[src/ptir_pkg.sv]
// Package of the peer table insert/replace unit: field widths, status and
// register codes, and the record and command types shared by the cell row.
// Depends on nothing.
`default_nettype none
package ptir_pkg;

  localparam int unsigned Entries  = 32;
  localparam int unsigned IdW      = 64;
  localparam int unsigned MagicW   = 32;
  localparam int unsigned TimeW    = 32;
  localparam int unsigned SigW     = 8;
  localparam int unsigned CountW   = 32;
  localparam int unsigned SlotOutW = 5;
  localparam int unsigned StatusW  = 3;
  localparam int unsigned UsedOutW = 6;
  localparam int unsigned CfgIdxW  = 1;
  localparam int unsigned CfgDataW = 64;

  typedef enum logic [StatusW-1:0] {
    ST_BAD_MAGIC = 3'd0,
    ST_OWN_ID    = 3'd1,
    ST_UPDATED   = 3'd2,
    ST_NEW       = 3'd3,
    ST_REPLACED  = 3'd4,
    ST_MARKED    = 3'd5,
    ST_UNUSED    = 3'd6
  } status_e;

  typedef enum logic [CfgIdxW-1:0] {
    REG_OWN_ID    = 1'b0,
    REG_EXP_MAGIC = 1'b1
  } cfg_reg_e;

  // Search record handed from cell to cell.
  typedef struct packed {
    logic              valid;
    logic              found;
    logic [CountW-1:0] count;
    logic [TimeW-1:0]  first;
    logic [TimeW-1:0]  oldest;
  } rec_t;

  // Search key broadcast to every cell while a record travels.
  typedef struct packed {
    logic                mark;
    logic [IdW-1:0]      key;
    logic [SlotOutW-1:0] ss;
  } srch_t;

  // Write command broadcast to every cell; the addressed cell takes it.
  typedef struct packed {
    logic              wr_entry;
    logic              wr_stale;
    logic [IdW-1:0]    id;
    logic [TimeW-1:0]  first;
    logic [TimeW-1:0]  last;
    logic [SigW-1:0]   sig;
    logic [CountW-1:0] count;
  } cmd_t;

endpackage
`default_nettype wire

[src/ptir_cell.sv]
// One table slot of the peer table, with its stage of the search chain.
// Depends on ptir_pkg.
`default_nettype none
module ptir_cell #(
  parameter int unsigned ENTRIES = ptir_pkg::Entries,
  parameter int unsigned IDX     = 0,
  localparam int unsigned SlotW  = $clog2(ENTRIES),
  localparam int unsigned UsedW  = $clog2(ENTRIES + 1)
) (
  input  wire                  clk_i,
  input  wire                  rst_ni,
  input  ptir_pkg::srch_t      srch_i,
  input  wire [UsedW-1:0]      used_i,
  input  ptir_pkg::rec_t       rec_i,
  input  wire [SlotW-1:0]      fslot_i,
  input  wire [SlotW-1:0]      vslot_i,
  output ptir_pkg::rec_t       rec_o,
  output logic [SlotW-1:0]     fslot_o,
  output logic [SlotW-1:0]     vslot_o,
  input  ptir_pkg::cmd_t       cmd_i,
  input  wire [SlotW-1:0]      wr_slot_i
);

  localparam logic [SlotW-1:0]              IdxSlot = SlotW'(IDX);
  localparam logic [UsedW-1:0]              IdxUsed = UsedW'(IDX);
  localparam logic [ptir_pkg::SlotOutW-1:0] IdxSs   = ptir_pkg::SlotOutW'(IDX);
  localparam bit                            IdxFits = IDX < (1 << ptir_pkg::SlotOutW);

  logic [ptir_pkg::IdW-1:0]    id_q;
  logic [ptir_pkg::TimeW-1:0]  first_q;
  logic [ptir_pkg::TimeW-1:0]  last_q;
  logic [ptir_pkg::SigW-1:0]   sig_q;
  logic [ptir_pkg::CountW-1:0] count_q;
  logic                        stale_q;

  ptir_pkg::rec_t   rec_d, rec_q;
  logic [SlotW-1:0] fslot_d, fslot_q, vslot_d, vslot_q;
  logic             hit, addr_hit;

  // In a report search a used slot hits on its identifier; in a mark search
  // the slot named by the request hits.
  always_comb begin
    if (srch_i.mark) begin
      hit = IdxFits && (srch_i.ss == IdxSs);
    end else begin
      hit = (IdxUsed < used_i) && (id_q == srch_i.key);
    end
  end

  always_comb begin
    rec_d   = rec_i;
    fslot_d = fslot_i;
    vslot_d = vslot_i;
    if (hit && !rec_i.found) begin
      rec_d.found = 1'b1;
      rec_d.count = count_q;
      rec_d.first = first_q;
      fslot_d     = IdxSlot;
    end
    // Strict compare keeps the lowest slot on a tie.
    if (stale_q && (last_q < rec_i.oldest)) begin
      rec_d.oldest = last_q;
      vslot_d      = IdxSlot;
    end
  end

  assign addr_hit = (wr_slot_i == IdxSlot);

  always_ff @(posedge clk_i or negedge rst_ni) begin
    if (!rst_ni) begin
      rec_q   <= '0;
      fslot_q <= '0;
      vslot_q <= '0;
      stale_q <= 1'b0;
    end else begin
      rec_q   <= rec_d;
      fslot_q <= fslot_d;
      vslot_q <= vslot_d;
      if (addr_hit && cmd_i.wr_entry) begin
        stale_q <= 1'b0;
      end else if (addr_hit && cmd_i.wr_stale) begin
        stale_q <= 1'b1;
      end
    end
  end

  always_ff @(posedge clk_i) begin
    if (addr_hit && cmd_i.wr_entry) begin
      id_q    <= cmd_i.id;
      first_q <= cmd_i.first;
      last_q  <= cmd_i.last;
      sig_q   <= cmd_i.sig;
      count_q <= cmd_i.count;
    end
  end

  assign rec_o   = rec_q;
  assign fslot_o = fslot_q;
  assign vslot_o = vslot_q;

  // The signal strength is stored for the entry but has no read path.
  logic sig_unused;
  assign sig_unused = ^sig_q;

endmodule
`default_nettype wire

[config.mk]
export PLATFORM = sky130hd
export DESIGN_NAME = ptir_cell
export DESIGN_NICKNAME = d
export VERILOG_FILES = /design/src/ptir_pkg.sv /design/src/ptir_cell.sv
export SDC_FILE = /design/constraint.sdc
export NUM_CORES = 1
export LEC_CHECK = 0
export BUFFER_PORTS_ARGS = -buffer_cell sky130_fd_sc_hd__buf_4
export CAP_MARGIN = 20
export CORE_AREA = 3 3 181 183
export CTS_CLUSTER_DIAMETER = 50
export CTS_CLUSTER_SIZE = 30
export DETAILED_ROUTE_END_ITERATION = 10
export DIE_AREA = 0 0 184 186
export PLACE_DENSITY = 0.66
export RECOVER_POWER = 25
export SKIP_CTS_REPAIR_TIMING = 1
export SLEW_MARGIN = 5
export SYNTH_ARGS = -nofsm -noshare
export SYNTH_HDL_FRONTEND = slang
export SYNTH_SLANG_ARGS = --single-unit
export TNS_END_PERCENT = 1
[constraint.sdc]
create_clock -name clk_i -period 2.8 [get_ports clk_i]
set_input_delay 0.14 -clock clk_i [delete_from_list [all_inputs] [get_ports clk_i]]
set_output_delay 0.14 -clock clk_i [all_outputs]
set_load 0.03 [all_outputs]
-- After elaboration in Yosys (flattened, before gate mapping)
Cells that the tools add are included.
- memory bits (read-only): 0
- memories kept: 0
- logic and storage cells: 31
- output and inout port bits: 108
- bits in registers: 269
- RAM bits: 0
- input port bits: 361
- latch bits: 0
- div/mod/pow operators: 0
- equality and inequality tests: 1
- muxes and demuxes: 7
- multiply operators: 0
- shift-type cells: 0
- bitwise logic cells: 0
- $add $sub $neg: 0
- reductions and logical operators: 9
- magnitude comparators: 2
- operator list (cell ; count):
    two-way mux 65 bit ; 1
    equality test 64 bit ; 1
    less-than comparator 32 bit ; 1
    two-way mux 32 bit ; 1
    logical NOT 5 bit ; 2
    two-way mux 5 bit ; 2
    less-than comparator 1 x 6 -> 1 bit (first input constant) ; 1
    logical AND 1 bit ; 5
    two-way mux 1 bit ; 3
    nonzero test 2 bit ; 1
    logical NOT 1 bit ; 1

-- Logic depth before layout (Yosys ltp)
- word-level depth: 5
- mapped depth: 9

-- Least setup slack after synthesis
No wires, ideal clock.
- path type: input port to flip-flop
- from: input port wr_slot_i[0]
- to: register count_q[0] (netlist name), enable pin
- arrival time: 4.467 ns
- data required time: 2.260 ns
- slack: -2.207 ns
- stages: 3
- buffers on the path: 0
- cell sequence: or4_1 nor2_1 and2_1
- longest elaborated chain between the ends: 2
- ends and longest elaborated chain (what ; line ; source):
    from (decl) ; ptir_cell.sv:21 ; input wire [SlotW-1:0] wr_slot_i
    logical NOT 5 bit ; ptir_cell.sv:67 ; assign addr_hit = (wr_slot_i == IdxSlot);
    logical AND 1 bit ; ptir_cell.sv:88 ; if (addr_hit && cmd_i.wr_entry) begin
    to (signal assigned) ; ptir_cell.sv:93 ; count_q <= cmd_i.count;
    to (decl) ; ptir_cell.sv:33 ; logic [ptir_pkg::CountW-1:0] count_q;
Every way passes these cells.
A chain may end at the register's enable or synchronous reset.

==> summary.txt <==
Status
  • Status: completed

Routing
  • Final ANT Viol Nets: 0
  • Via density: 5.23
  • Via count: 11553
  • Final WL: 42400 µm
  • DRT Pass-1 Iters: 5
  • Initial detailed-routing violation count: 622
  • WL/cell: 19.2 µm
  • DRC Markers: 0

Timing
  • Setup ws final: 0.00902 ns
  • Max-slew headroom: 0.380
  • Slew @ Worst Pin: 0.929 ns
  • Final TNS setup: 0 ns
  • FMAX: 358 MHz
  • Hold WS: 0.0530 ns
  • Final setup viols: 0
  • Part of the cycle the worst path needs: 0.997
  • Count of pins over their slew limit: 0
  • Endpoints failing hold: 0
  • Min Tclk post-route: 2.79 ns
  • Max Clock Skew: 0.0197 ns

Job
  • Max cap viols: 0

Finish
  • Area of the multi-input gates: 4320 µm²
  • Most frequent cells in the layout: buf_4, dlygate4sd3_1, nand2_1
  • Sequential cell area: 7530 µm²
  • Number of fill cells: 2309
  • Design area: 20100 µm²
  • Area grow syn2layout: 63.2%
  • Share of layout cells above drive strength 1: 0.305
  • Nets@finish: 2168
  • Commonest non-fill, non-tap cell in the layout: buf_4

Placement
  • Port-buffer cells: 460
  • Post-DP Area: 16200 µm²
  • GPL Wtd Cong: 0.837
  • Pre-CTS worst setup slack: 0.0677 ns
  • DPL Wire Length: 26800 µm

Setup path
  • Crit path depth: 9
  • CP endpoint kind: register
  • Crit Path Class: reg -> reg
  • Crit path max-delay cell type: a2111oi_0
  • Reg2Reg Depth: 9
  • Delay-heaviest family, CP: simple AND/OR/NAND/NOR gates
  • CP required: 3.19 ns
  • Buf/Inv on CP: 3
  • Worst-path maximum fanout: 66
  • Worst path arrival time: 3.18 ns
  • Crit-path cells: nor2b_1 -> a2111oi_0 -> buf_4 -> nand4_1 -> nor4_4 -> buf_12 -> buf_12 -> nand4_1 -> o211ai_1
  • CP max stage delay: 0.50 ns
  • Critical Path Start Type: register

Floorplanning
  • Die H: 186 µm
  • Io pins: 469
  • Initial Utilization: 0.392
  • Core area: 31400 µm²
  • Die width: 184 µm
  • Row cnt: 65
  • Full die area: 34200 µm²

Synthesis
  • Register bit total from synthesis: 269
  • Cells after synthesis: 1065
  • Yosys warns: 0
  • Synth Flop Type: edfxtp_1
  • Library cells used by synthesis: 45
  • Synthesized area: 12300 µm²
  • Syn nets: 1457
  • Synthesized area per cell: 11.5 µm²
  • Register area share after synthesis: 0.613
  • FFs w/ async S/R, synth: 0.405
  • Number of flops mapped to enable cells by yosys: 160

Pwr
  • Leakage: 0.00837 µW
  • VDD IR-drop max: 0.000524 V
  • Pwr dens: 531 nW/µm²

Clock network
  • Clock sink count: 269
  • Num CTS Buffers: 34
  • Clock buffer depth: 3
  • Clk_lat worst skew: 0.51 ns
  • CTS HTree Levels: 2
  • Worst-path clk slew: 0.07 ns
  • CTS tree: built
  • Root buffer cell: clkbuf_16

Global route
  • Total GRT Usage: 0.213
  • Total global routing overflow: 0
  • Initial antenna violation count: 3
  • Vias in the first global route: 10307
  • First-pass GRT wire length: 56900 µm
  • Largest net degree at the start of global routing: 199

Worst hold path
  • Worst Hold Class: in -> reg
  • Hold Crit Depth: 4
[logic make-up (layout without fill, tap and decap cells)]
group,count (synthesis),after routing,synth area share
muxes,32,32,0.0293
adders and majority gates,31,31,0.0316
xor gates and xnor gates,46,46,0.0328
AOI/OAI and AO/OA,240,240,0.126
DFF,269,269,0.613
buffers and inverters,113,850,0.0367
and+or+nand+nor,334,334,0.131
other,0,3,0
[sequential cells by signal, indices dropped and copies added (netlist names)]
| signal | count |
|---|---|
| id_q | 64 |
| fslot_o | 5 |
| last_q | 32 |
| vslot_o | 5 |
| count_q | 32 |
| stale_q | 1 |
| first_q | 32 |
| rec_o | 98 |
[synth_stat cells (all sizes together) (2+ instances only)]
cell / instances / area (µm²)
nor2b: 17 / 106
nor3: 2 / 10.0
a31oi: 71 / 459
edfxtp: 160 / 4800
mux2: 32 / 360
a2111oi: 3 / 26.3
o211ai: 64 / 480
nor4: 14 / 109
nor2: 6 / 22.5
and4: 2 / 17.5
a21oi: 9 / 45.0
inv: 38 / 143
nand2: 197 / 739
a21o: 5 / 37.5
nand3: 2 / 10.0
dfrtp: 109 / 2730
and2: 2 / 12.5
o2111a: 5 / 56.3
ha: 31 / 388
clkbuf: 58 / 218
nand4: 72 / 450
xor2: 46 / 403
o21ai: 74 / 370
nand2b: 17 / 106
buf: 16 / 87.6
[per-stage QoR]
stage / utilization / std cells / total power (µW)
after floorplan: - / 1065 / 5110
after global placement: 0.516 / 1873 / 5850
after detailed placement: 0.516 / 1873 / 5890
after CTS: 0.554 / 1935 / 10400
after global routing: 0.639 / 2207 / 11100
final: 0.639 / 2207 / 10700
[worst register-to-register path, delay by kind of cell (launching register included)]
kind            cells  cell delay, ns
simple gates        4            0.90
buf+inv             3            0.70
compound gates      2            0.68
flops               1            0.41
[where the power goes]
part	internal (µW)	total, µW	switching (µW)
clock network	2670	4520	1850
logic	906	1720	811
registers	4360	4420	57.4
total	7930	10700	2720
[final timing paths]
path                                            end  slack, ns                  from
worst min register to register  rec_o[10]$_DFF_PN0_       0.50  last_q[10]$_DFFE_PP_
worst max register to register  rec_o[82]$_DFF_PN0_      0.009    id_q[43]$_DFFE_PP_
worst max-delay path            rec_o[82]$_DFF_PN0_      0.009    id_q[43]$_DFFE_PP_
worst min-delay path            stale_q$_DFFE_PN0P_       0.05          wr_slot_i[1]
min in group asynchronous       rec_o[22]$_DFF_PN0_       0.23                rst_ni
max in group asynchronous       rec_o[79]$_DFF_PN0_       2.02                rst_ni
[layout make-up]
type	instances	share of cell area
antenna	3	0.000374
clock buffer	44	0.0495
clock inverter	18	0.00892
inverter	39	0.00742
multi-input combinational	683	0.216
sequential	269	0.376
tap	402	0.0251
timing repair buffer	749	0.318
[metal layers]
layer | part of all wire | wire [µm] | GRT usage
met1 | 0.36 | 15500 | 0.239
met2 | 0.53 | 22300 | 0.377
met3 | 0.068 | 2870 | 0.0604
met4 | 0.043 | 1810 | 0.0937
met5 | 0 | 0 | 0
No activity file was read; power rests on OpenSTA's default activity.
